<file path="src/rtl/core/kmst_ram.sv">
// kmst_ram: generic single-port RAM with registered read.
// No dependencies.
module kmst_ram #(
  parameter int unsigned Width = 8,
  parameter int unsigned Depth = 16
) (
  input  logic                     clk_i,
  input  logic                     we_i,
  input  logic [$clog2(Depth)-1:0] addr_i,
  input  logic [Width-1:0]         wdata_i,
  output logic [Width-1:0]         rdata_o
);
  logic [Width-1:0] mem [Depth];
  always_ff @(posedge clk_i) begin
    if (we_i) mem[addr_i] <= wdata_i;
    rdata_o <= mem[addr_i];
  end
endmodule

</file>
<file path="config.mk">
export PLATFORM = sky130hd
export DESIGN_NAME = kmst_ram
export DESIGN_NICKNAME = d
export VERILOG_FILES = /design/src/rtl/core/kmst_ram.sv
export SDC_FILE = /design/constraint.sdc
export NUM_CORES = 1
export LEC_CHECK = 0
export BUFFER_PORTS_ARGS = -buffer_cell sky130_fd_sc_hd__buf_2
export CORE_MARGIN = 8
export CORE_UTILIZATION = 30
export CTS_CLUSTER_DIAMETER = 80
export DETAILED_ROUTE_END_ITERATION = 6
export GPL_ROUTABILITY_DRIVEN = 0
export PLACE_DENSITY = 0.51
export SLEW_MARGIN = 20
export SYNTH_ARGS = -nofsm -noshare
export SYNTH_HDL_FRONTEND = slang
export SYNTH_SLANG_ARGS = --single-unit
</file>
<file path="constraint.sdc">
create_clock -name clk_i -period 2.4 [get_ports clk_i]
set_clock_uncertainty 0.1 [all_clocks]
set_input_delay 0.48 -clock clk_i [delete_from_list [all_inputs] [get_ports clk_i]]
set_output_delay 0.48 -clock clk_i [all_outputs]
set_load 0.01 [all_outputs]
</file>
==> results by stage <==
Run status:
- The run finished with clean final reports.

Clock network:
- The clock network latency to the later pin of the worst-skew pair is 410 ps.
- The clock slew seen by the registers of the worst setup and hold paths is 60 ps.
- Clock tree synthesis selected as its root buffer the cell clkbuf_16.
- The number of setup buffers added after CTS is 0.
- CTS built an H-tree with a depth of 4.
- Clock tree synthesis inserted a total of 17 buffers.
- Counting along the longest clock path gives a buffer depth of 2.
- The CTS tree is built.
- The number of gates resized after CTS was 0.
- The cts-stage hold buffer count is 0.
- Clock tree synthesis found a total of 136 sinks.

Global route:
- The number of antenna violations at the first check in global routing is 0.
- The overall track demand over capacity in global routing is 10.8%.
- The number of global-route vias before repair was 2659.
- The total congestion overflow is 0.
- The global-route wire length before repair is 16600 um.
- Entering global routing, the biggest net connects 25 pins.

Yosys:
- The synthesized area per cell is 22.0 sq um.
- Sequential cells were found to cover 79.0% of the synthesized design area.
- By area, the combinational part of the netlist is dominated by multiplexers.
- The dominant cell type by area after synthesis is edfxtp_1.
- Counting flops with a built-in enable in the synthesized netlist gives 128.
- The area share of and/or/nand/nor cells after synthesis is 3.21%.
- For this run, the leading register cell type out of synthesis is edfxtp_1.
- The post-synthesis compound-gate area fraction is 2.37%.
- The multiplexer fraction of the synthesized cell area is 14.2%.
- After technology mapping, the gate count stands at 230.
- The fraction of registers with async set or reset after synthesis is 0%.
- The number of nets produced by synthesis is 244.
- The synthesized flop and latch total is 136.
- After Yosys synthesis, XOR and XNOR cells account for 0% of the synthesized area.
- The fraction of the mapped netlist area in adder cells is 0%.
- The cell area that synthesis handed to floorplanning was 5070 sq um.
- Of the post-synthesis cell area, the dominant cell type holds 75.9%.
- Yosys mapped the design onto 18 distinct sky130hd cell types.
- By area the synthesized netlist is led by edfxtp_1, mux4_2, dfxtp_1, a22oi_1, nor2_1.
- The synthesis warning total is 0.

Layout:
- The proportion of layout cells with a drive suffix above 1 is 37.3%.
- The most common library cell in the layout ignoring fill and taps is edfxtp_1.
- The post-route non-filler standard cell count is 520.
- From synthesis to final layout, the design area changed by 22.9%.
- The footprint of the multi-input gates is 1000 sq um.
- In the layout the commonest cells are edfxtp_1, mux4_2, buf_4, buf_2, clkbuf_16.
- Summing all flip-flop and latch instances after layout gives 4000 sq um.
- The net count reported at finish is 301.
- The finished cells cover 6230 sq um.
- Counting the fill cells in the layout gives 1497.
- 0 antenna diodes ended up in the layout.

Pwr:
- The power density relative to cell area is 885 nW/um^2.
- Across the VDD grid, the largest voltage drop is 0.000423 V.
- The total leakage power is 0.00207 uW.
- The total power is 5510 uW.

Die:
- The die span in y is 146 um.
- The floorplan has 47 rows.
- The die width is 146 um.
- The placeable core region is 16500 sq um.
- Pin placement for this block handled 22 I/O pins.
- The die covers 21300 sq um.
- The initial core utilization is 30.7%.

Worst setup path:
- The critical path required time is 2590 ps.
- For the worst setup path, the data arrival time is 1810 ps.
- The category of the worst setup path launch point is an input port.
- For this run, the slowest stage of the critical path takes 520 ps.
- The setup slack on the worst flop-to-flop path is 950 ps.
- Traced cell by cell, the critical path runs through buf_2, buf_4, mux4_2, a22oi_1, nand2_1.
- The start-to-end type of the worst setup path is input port to flip-flop.
- The count of cells along the worst register-to-register path is 3.
- The slowest stage cell on the critical path is mux4_2.
- STA classifies the critical path endpoint as a flip-flop.
- Along the worst path, the maximum fanout reaches 6.

Detailed routing:
- The total routed wire length on the met1 layer is 5170 um.
- The average wire per standard cell is 20.8 um.
- Once detail routing completed, the nets flagged for antenna violations numbered 0.
- The detailed-routed wire length on met3 is 381 um.
- After detailed routing, the number of remaining DRC violations is 0.
- The number of iterations in the first detailed-routing pass is 4.
- The highest metal layer carrying signal wires in the routed design is met4.
- For this block, the via count after detailed routing is 2409.
- The final routed wirelength across all metal layers is 10800 um.
- Dividing the detail-routed via count by the number of cells gives 4.63.
- The number of DRC violations after detailed-routing iteration 0 is 164.
- The met2 wirelength from detailed routing is 5140 um.

STA:
- The final number of max-transition violations was 0.
- The maximum clock frequency is 616 MHz.
- The summed negative setup slack over all endpoints is 0 ps.
- The final critical-path setup slack is 776 ps.
- The slew at the pin with the worst max-slew slack is 444 ps.
- The headroom to the max-slew limit is 70.4%.
- The minimum period implied by the final worst setup slack is 1620 ps.
- Setup repair after global routing left no endpoint under its margin.
- The final period utilization is 67.7%.
- The number of failing hold endpoints at the final stage was 0.
- Setup violations remaining at the end of the flow were counted as 0.

Placement:
- Input and output buffers added on the ports amount to 21.
- Before CTS, the worst setup slack after placement is 348 ps.
- After legalization and detailed placement, the total HPWL measured 7020 um.
- The cell area after placement is 5640 sq um.
- Once placement completed, the tool counted placed cells totaling 488.

Worst hold path:
- Along the worst hold path, the cell count comes to 1.
- The classification of the worst-slack hold path is input port to flip-flop.

Run:
- Across the run, the number of max-cap violations was 0.
==> per-layer routing <==
layer,global-route usage (%),up-vias
met5,0,-
met4,4.22,0
met3,3.89,7
met2,16.2,44
met1,14.0,1282
li1,-,1076
==> cell families (layout without fill, tap and decap cells) <==
family,after synthesis,after routing
AO/OA/AOI/OAI,16,16
buffers and inverters,11,81
flip-flops,136,136
multiplexers,32,32
AND/OR/NAND/NOR,35,35
==> metrics by stage <==
stage / hold WS, ps / util [%]
global route: 358 / 37.7
detailed placement: 575 / 34.1
floorplan: 479 / -
finish: 366 / 37.7
CTS: 350 / 37.7
global placement: 555 / 34.1
==> power breakdown <==
group          switching (uW)  internal (uW)
clock                     913           1660
sequential               16.0           2660
combinational             153            116
==> cell type report <==
| cell class | count | share of cell area, % |
|---|---|---|
| repair buffers | 49 | 5.66 |
| flip-flops and latches | 136 | 64.3 |
| well taps | 220 | 4.42 |
| clock inverters | 8 | 1.49 |
| multi-input cells | 83 | 16.1 |
| clock buffers | 24 | 8.05 |
==> worst paths after layout <==
path | start | endpoint
setup / recovery | addr_i[0] | rdata_o[4]
setup reg to reg | mem[3][5] | rdata_o[5]
hold reg to reg | mem[15][0] | rdata_o[0]
hold / removal | wdata_i[6] | mem[12][6]
==> cells in the mapped netlist (2+ instances only) <==
| master | instances |
|---|---|
| dfxtp_1 | 8 |
| a22oi_1 | 16 |
| buf_6 | 2 |
| buf_1 | 4 |
| nor2b_1 | 2 |
| nor2_1 | 13 |
| nand3b_1 | 2 |
| buf_2 | 2 |
| mux4_2 | 32 |
| nor3_1 | 4 |
| nand2b_1 | 2 |
| clkbuf_1 | 2 |
| nand2_1 | 9 |
| edfxtp_1 | 128 |
==> flip-flops by register name (all words and copies together) (netlist names) <==
register  flops
rdata_o       8
mem         128
==> worst max-delay path: cells and delay by family <==
| kind | cells | cell delay, ps |
|---|---|---|
| muxes | 1 | 520 |
| buffers and inverters | 2 | 430 |
| AOI/OAI and AO/OA | 1 | 290 |
| and+or+nand+nor | 1 | 90 |
No activity file was read; power rests on OpenSTA's default activity.
