$ cat src/rtl/core/kmst_pkg.sv
// kmst_pkg: shared types and constants for the Kruskal spanning tree block.
// No dependencies.
package kmst_pkg;

  localparam int unsigned VW = 6;
  localparam int unsigned WW = 16;
  localparam int unsigned SW = 22;

  typedef enum logic [0:0] {
    CMD_ADD = 1'b0,
    CMD_RUN = 1'b1
  } cmd_e;

  typedef struct packed {
    logic signed [WW-1:0] w;
    logic [VW-1:0]        a;
    logic [VW-1:0]        b;
  } edge_t;

  typedef enum logic [2:0] {
    ST_IDLE,
    ST_SORT,
    ST_INIT,
    ST_FIND,
    ST_MERGE,
    ST_BUMP,
    ST_LAST
  } state_e;

  // true when p orders before q: weight, then first vertex, then second
  function automatic logic edge_before(edge_t p, edge_t q);
    logic r;
    if (p.w != q.w) r = (p.w < q.w);
    else if (p.a != q.a) r = (p.a < q.a);
    else r = (p.b < q.b);
    return r;
  endfunction

endpackage

$ cat src/rtl/core/kmst_sort_cell.sv
// kmst_sort_cell: one slot of the insertion-sort chain.
// Depends on kmst_pkg.
module kmst_sort_cell (
  input  logic           clk_i,
  input  logic           rst_ni,
  input  logic           clr_i,
  input  logic           ins_i,
  input  kmst_pkg::edge_t new_i,
  input  kmst_pkg::edge_t left_i,
  input  logic           left_vld_i,
  input  logic           left_gt_i,
  input  logic           shift_i,
  input  kmst_pkg::edge_t right_i,
  input  logic           right_vld_i,
  output kmst_pkg::edge_t data_o,
  output logic           vld_o,
  output logic           gt_o
);
  kmst_pkg::edge_t d_q;
  logic            v_q;
  logic            wr;

  // new item sits before this slot's edge (or slot empty)
  assign gt_o   = !v_q || kmst_pkg::edge_before(new_i, d_q);
  assign data_o = d_q;
  assign vld_o  = v_q;
  // only the slots from the insert point up to the first empty one move
  assign wr     = ins_i && gt_o && left_vld_i;

  always_ff @(posedge clk_i or negedge rst_ni) begin
    if (!rst_ni) begin
      v_q <= 1'b0;
    end else if (clr_i) begin
      v_q <= 1'b0;
    end else if (wr) begin
      v_q <= 1'b1;
    end else if (shift_i) begin
      v_q <= right_vld_i;
    end
  end

  always_ff @(posedge clk_i) begin
    if (wr) begin
      d_q <= left_gt_i ? left_i : new_i;
    end else if (shift_i) begin
      d_q <= right_i;
    end
  end
endmodule

$ cat config.mk
export PLATFORM = sky130hd
export DESIGN_NAME = kmst_sort_cell
export DESIGN_NICKNAME = d
export VERILOG_FILES = /design/src/rtl/core/kmst_pkg.sv /design/src/rtl/core/kmst_sort_cell.sv
export SDC_FILE = /design/constraint.sdc
export NUM_CORES = 1
export LEC_CHECK = 0
export ABC_CLOCK_PERIOD_IN_PS = 4250
export BUFFER_PORTS_ARGS = -buffer_cell sky130_fd_sc_hd__buf_2
export CAP_MARGIN = 20
export CORE_AREA = 2 2 71 73
export CTS_BUF_LIST = sky130_fd_sc_hd__clkbuf_2 sky130_fd_sc_hd__clkbuf_4 sky130_fd_sc_hd__clkbuf_8
export DETAILED_ROUTE_END_ITERATION = 16
export DIE_AREA = 0 0 73 75
export GPL_TIMING_DRIVEN = 0
export PLACE_DENSITY = 0.95
export SLEW_MARGIN = 20
export SYNTH_ARGS = -nofsm -noshare
export SYNTH_HDL_FRONTEND = slang
export SYNTH_SLANG_ARGS = --single-unit
$ cat constraint.sdc
create_clock -name clk_i -period 4.25 [get_ports clk_i]
set_clock_uncertainty 0.05 [all_clocks]
set_input_delay 0.6375 -clock clk_i [delete_from_list [all_inputs] [get_ports clk_i]]
set_output_delay 0.6375 -clock clk_i [all_outputs]
set_load 0.01 [all_outputs]
==> impl_results.md, run 1 <==
- R2r worst-path depth: 11
- Chip height: 75 um
- Async SR Flop Fraction: 0.0345
- Sequential element share of the synthesized area: 0.371
- Slew Limit Fails: 0
- WP data arrival: 3.37 ns
- Post-CTS setup buffers: 0
- Initial antenna violation count: 0
- First-pass DRT Iterations: 4
- Core area: 4660 sq um
- Vias per cell: 5.20
- Crit. End Element: flip-flop
- Setup CP Type: input port to flip-flop
- Reg2reg start: data_o[27]$_DFFE_PP_
- Peak Freq: 287 MHz
- Sink Count: 29
- Pwr per Cell Area: 309 nW/um^2
- Worst EP required: 4.13 ns
- Yosys cell types: 29
- Clock buffer depth: 2
- CP peak stage delay: 0.56 ns
- Setup violations, final: 0
- First-pass GRT wire length: 9.31 mm
- Worst Max-Slew Pin Slew: 0.700 ns
- Inserted Diodes: 0
- YS warnings: 0
- Wire per inst: 15.6 um
- Grt total ovfl: 0
- Cts bufs inserted: 5
- Syn Nets: 323
- Root Buffer: clkbuf_8
- Layout area overhead: 32.5%
- Tot Pwr: 0.956 mW
- Max-Cap Viols: 0
- RSZ-0062 raised after global routing: no
- WL final: 6.01 mm
- Slew headroom: 0.533
- Nets: 450
- Via count: 2007
- Cell row count: 25
- Outcome: finished clean
- Residual DRC count: 0
- Yosys reg bits: 29
- Syn Area/Cell: 11.4 sq um
- Pleak: 1.55 nW
- Die Wd: 73 um
- Synth area leaders: edfxtp_1 36%, mux2_2 22%, ha_1 14%
- Fin cells: 386
- Drt first-iter violations: 71
- CP max FO: 28
- Initial core utilization: 0.501
- Port Buffers: 120
- Worst min-delay path class: input port to asynchronous set/reset pin
- Tmin final: 3.49 ns
- Final hold vios: 0
- Startpoint Class: input port
- Syn Inst Count: 204
- Slowest-stage cell, CP: or2_2
- # fillers: 395
- Area leader, netlist: edfxtp_1
- Synth top cells by count: 45 x mux2_2, 28 x edfxtp_1, 28 x inv_1, 27 x ha_1
- Worst R2R Setup Slack: 0.82 ns
- Die area: 5480 sq um
- Peak supply drop: 207 uV
- Count leader, synth: mux2_2
- Worst-path clk slew: 0.06 ns
- Dpl cells: 378
- Hold Buf Count CTS: 0
- Worst path cell trace: buf_2 -> ha_1 -> nand4_1 -> nor4_2 -> o21ai_0 -> nand3_1 -> mux2i_1 -> nand2_1 -> buf_6 -> buf_6 -> or2_2
- Worst skew pair latency: 0.28 ns
- Post-cts sizing count: 0
- Mapped Area: 2330 sq um
- Routability cong.: 0.819
- Setup TNS: 0 ns
- HPWL after DPL: 4.94 mm
- Crit share post-route: 0.821
- Largest net degree at the start of global routing: 29
- Vias in the first global route: 2081
- EDFF count, synth: 28
- I/O Pins: 122
- CTS H-tree depth: 2
- Top FF cell, synth: edfxtp_1
- Share of the synthesized area in the top cell type: 0.360
- Routed Antenna Nets: 0
- CTS tree: built
- Critical R2R Capture: data_o[3]$_DFFE_PP_
- Most used cell, CP: buf_6
- GRT Total Usage: 0.227
- Layout cells sized above 1: 0.566
[worst max-delay path by stage]
stage                   start             endpoint  slack, ns  depth (start not counted)
finish              new_i[27]  data_o[3]$_DFFE_PP_       0.76                         11
global placement    new_i[27]  data_o[2]$_DFFE_PP_       0.61                         11
CTS                 new_i[27]  data_o[2]$_DFFE_PP_       0.81                         11
global route        new_i[27]  data_o[4]$_DFFE_PP_       0.52                         11
detailed placement  new_i[27]  data_o[4]$_DFFE_PP_       0.52                         11
floorplan           new_i[27]  data_o[0]$_DFFE_PP_       1.12                         10
[area by class of cell]
| cell class | count | area (sq um) | share of cell area |
|---|---|---|---|
| plain buffers | 6 | 38.8 | 0.0125 |
| clock buffers | 8 | 91.3 | 0.0295 |
| inverters | 28 | 105 | 0.0340 |
| multi-input cells | 141 | 1330 | 0.428 |
| flip-flops and latches | 29 | 866 | 0.280 |
| well taps | 54 | 67.6 | 0.0218 |
| repair buffers | 120 | 601 | 0.194 |
[report_power, final]
group / switching (mW) / total [mW] / internal (mW) / leakage [nW]
Sequential: 0.0184 / 0.383 / 0.364 / 0.293
Clock: 0.107 / 0.242 / 0.135 / 0.0498
Combinational: 0.161 / 0.331 / 0.169 / 1.20
Total: 0.286 / 0.956 / 0.669 / 1.55
[registers in the layout, summed over array words and instances (netlist names)]
name    count
data_o     28
vld_o       1
[stage by stage]
| stage | hold WS (ns) | instance area [sq um] | utilization | worst slack [ns] |
|---|---|---|---|---|
| 2_1_floorplan | 0.292 | 2330 | - | 1.12 |
| 3_3_place_gp | 0.365 | 3000 | 0.644 | 0.610 |
| 3_5_place_dp | 0.367 | 3000 | 0.644 | 0.518 |
| 4_1_cts | 0.0605 | 3090 | 0.664 | 0.807 |
| 5_1_grt | 0.0575 | 3090 | 0.664 | 0.522 |
| 6_report | 0.0724 | 3090 | 0.664 | 0.762 |
[layer usage]
layer	part of all wire	global-route usage	vias up
met5	0	0	-
met4	0.012	0.0679	0
met3	0.047	0.0576	6
met2	0.54	0.427	73
met1	0.41	0.251	926
li1	-	-	1002
[critical path, delay by kind of cell]
| kind | cells | cell delay (ns) |
|---|---|---|
| AO/OA/AOI/OAI | 1 | 0.18 |
| multiplexers | 1 | 0.25 |
| buffers and inverters | 3 | 0.43 |
| adder cells (fa/ha/maj) | 1 | 0.33 |
| AND/OR/NAND/NOR | 5 | 1.52 |
[cell usage in the layout (no fill, tap or decap), types with 2 or more instances in the layout]
cell | netlist | routed
buf_6 | 2 | 2
mux2_2 | 45 | 45
nand2_1 | 10 | 10
mux2_4 | 9 | 9
nor2_1 | 8 | 8
mux2i_1 | 4 | 4
nand2b_1 | 2 | 2
o21ai_0 | 10 | 10
a21oi_1 | 5 | 5
edfxtp_1 | 28 | 28
clkbuf_4 | 0 | 3
buf_2 | 1 | 121
ha_1 | 27 | 27
nand4_1 | 5 | 5
a211oi_1 | 4 | 4
clkbuf_1 | 3 | 3
clkbuf_8 | 0 | 5
inv_1 | 28 | 28
[kinds of logic after synthesis]
group                      Yosys count  share of synthesized area
DFF                                 29                      0.371
adders and majority gates           27                      0.145
AOI/OAI and AO/OA                   24                     0.0622
buffers and inverters               34                     0.0616
and+or+nand+nor                     32                     0.0686
muxes                               58                      0.292
(Power assumes the default switching activity.)
==> run 2: changes to the inputs <==
Settings changed: ABC_CLOCK_PERIOD_IN_PS 4250 to 3600, CORE_AREA 2 2 71 73 to 2 2 74 76, DIE_AREA 0 0 73 75 to 0 0 76 78, PLACE_DENSITY 0.95 to 0.92.
Clock period 4.25 ns to 3.6 ns, I/O delays scaled along.
==> impl_results.md, run 2 (synthesis gave the netlist of run 1 again) <==
- Outcome: finished clean
- Storage cell area: 866 sq um (unchanged)
- WL final: 5.88 mm (-2.0%)
- Initial antenna violation count: 0 (unchanged)
- Setup CP Type: flip-flop to flip-flop
- Via count: 2038 (+1.5%)
- First-pass GRT wire length: 9.58 mm (+2.9%)
- Worst EP required: 3.53 ns (-0.60 ns)
- Pleak: 1.55 nW (+0.47%)
- Setup violations, final: 0 (unchanged)
- Pwr per Cell Area: 364 nW/um^2 (+18%)
- Clk network pwr share: 0.262 (+0.009)
- Routed Antenna Nets: 0 (unchanged)
- Routability cong.: 0.798 (-2.6%)
- Max reg flops: 28 (unchanged)
- Layout cells sized above 1: 0.565 (-0.00170)
- Multi-input gate area: 1330 sq um (+0.19%)
- Peak Freq: 319 MHz
- First-pass DRT Iterations: 4 (unchanged)
- Tot Pwr: 1.14 mW (+19%)
- Cts bufs inserted: 5 (unchanged)
- Most common cell after layout, fill and taps aside: buf_2
- Core area: 5040 sq um (+8.2%)
- Slew Limit Fails: 0 (unchanged)
- Worst Max-Slew Pin Slew: 0.645 ns (-0.0552 ns)
- Worst path cell trace: inv_1 -> ha_1 -> nand4_1 -> nor4_2 -> o21ai_0 -> nand3_1 -> mux2i_1 -> nand2_1 -> buf_6 -> buf_6 -> or2_4
- CP max FO: 28 (unchanged)
- Most used cell, CP: buf_6
- I/O Pins: 122 (unchanged)
- Slew headroom: 0.570 (+0.0368)
- Inserted Diodes: 0 (unchanged)
- Die Wd: 76 um (+4.1%)
- Max-Cap Viols: 0 (unchanged)
- Crit. End Element: flip-flop
- Wire per inst: 14.6 um (-6.2%)
- Combinational Power Share: 0.342 (-0.004)
- Crit share post-route: 0.871
- Sw Ratio: 0.296 (-0.00326)
- Sink Count: 29 (unchanged)
- Worst min-delay path class: input port to flip-flop
- Final hold vios: 0 (unchanged)
- Slowest-stage cell, CP: nor4_2
- Vias in the first global route: 2177 (+4.6%)
- Chip height: 78 um (+4.0%)
- Worst-path clk slew: 0.06 ns (about the same)
- CP peak stage delay: 0.42 ns (-0.14 ns)
- HPWL after DPL: 4.74 mm (-4.1%)
- Layout area overhead: 34.2%
- Drt first-iter violations: 51 (-28%)
- WP data arrival: 3.07 ns (-0.30 ns)
- Nets: 451 (+0.22%)
- Finished Cell Area: 3130 sq um (+1.3%)
- RSZ-0062 raised after global routing: no
- # fillers: 401 (+1.5%)
- Grt total ovfl: 0 (unchanged)
- Residual DRC count: 0 (unchanged)
- Switching pwr: 0.338 mW (+18%)
- Peak supply drop: 247 uV (+19%)
- Clock buffer depth: 2 (unchanged)
- Root Buffer: clkbuf_8
- Die area: 5930 sq um (+8.3%)
- CTS H-tree depth: 2 (unchanged)
- Tmin final: 3.14 ns
- Internal power: 0.801 mW (+20%)
- Final Core Density: 0.621 (-0.0426)
- Cell row count: 26 (+4.0%)
- CTS tree: built
- Worst hold margin: 0.359 ns (+0.287 ns)
- Startpoint Class: flip-flop
- Port Buffers: 120 (unchanged)
- Worst skew pair latency: 0.28 ns (about the same)
- Pre-CTS setup slack: -0.0111 ns (-0.529 ns)
- Cell Area, Placed: 3020 sq um (+0.67%)
- Largest net degree at the start of global routing: 29 (unchanged)
- Sequential power share: 0.396 (-0.005)
- Vias per cell: 5.06 (-2.7%)
- Crit path setup slack, layout: 0.464 ns (-0.298 ns)
- GRT Total Usage: 0.202 (-0.0255)
- Most frequent cells in the layout: 121 x buf_2, 45 x mux2_2, 28 x inv_1, 28 x edfxtp_1, 27 x ha_1
- Initial core utilization: 0.463 (-0.0379)
[run 2: power groups by stage]
stage	combinational (mW)	sequential [mW]	clock (mW)
after floorplan	0.218	0.480	0
after global placement	0.376	0.455	0
after detailed placement	0.390	0.458	0
after CTS	0.394	0.451	0.305
after global routing	0.435	0.457	0.322
final	0.390	0.451	0.298
[run 2: final timing paths]
| check | from | end | slack, ns | depth (start not counted) |
|---|---|---|---|---|
| min reg2reg | vld_o$_DFFE_PN0P_ | vld_o$_DFFE_PN0P_ | 0.64 | 2 |
| min in group asynchronous | rst_ni | vld_o$_DFFE_PN0P_ | 0.54 | 2 |
| max | data_o[27]$_DFFE_PP_ | data_o[17]$_DFFE_PP_ | 0.46 | 11 |
| max reg2reg | data_o[27]$_DFFE_PP_ | data_o[17]$_DFFE_PP_ | 0.46 | 11 |
| min | clr_i | vld_o$_DFFE_PN0P_ | 0.36 | 2 |
| max in group asynchronous | rst_ni | vld_o$_DFFE_PN0P_ | 2.88 | 2 |
[run 2: area by class of cell]
cell class	count	area share
buffer	6	0.0124
multi-input combinational	141	0.424
tap	70	0.0280
sequential	29	0.276
timing repair buffer	121	0.195
clock buffer	8	0.0312
inverter	28	0.0335
[run 2: metrics by stage]
step                      TNS (ns)  cells
after global routing             0    403
after CTS                        0    403
after detailed placement    -0.272    394
after floorplan                  0    204
final                            0    403
after global placement           0    394
[run 2: critical path, delay by kind of cell (launching register included)]
family                     cells  cell delay, ns
AOI/OAI and AO/OA              1            0.14
adders and majority gates      1            0.32
DFF                            1            0.34
buffers and inverters          3            0.38
and+or+nand+nor                5            1.31
muxes                          1            0.27
[run 2: repair_timing]
item                       CTS  global route
buffers inserted             0             0
hold endpoints to repair     1             0
resized for setup            0             1
hold buffers                 1             0
setup endpoints to repair    0            19
[run 2: per-layer routing]
| metal | part of all wire | track usage | vias to the layer above |
|---|---|---|---|
| li1 | - | - | 1005 |
| met1 | 0.41 | 0.225 | 945 |
| met2 | 0.52 | 0.374 | 80 |
| met3 | 0.059 | 0.0488 | 8 |
| met4 | 0.018 | 0.0727 | 0 |
| met5 | 0 | 0 | - |
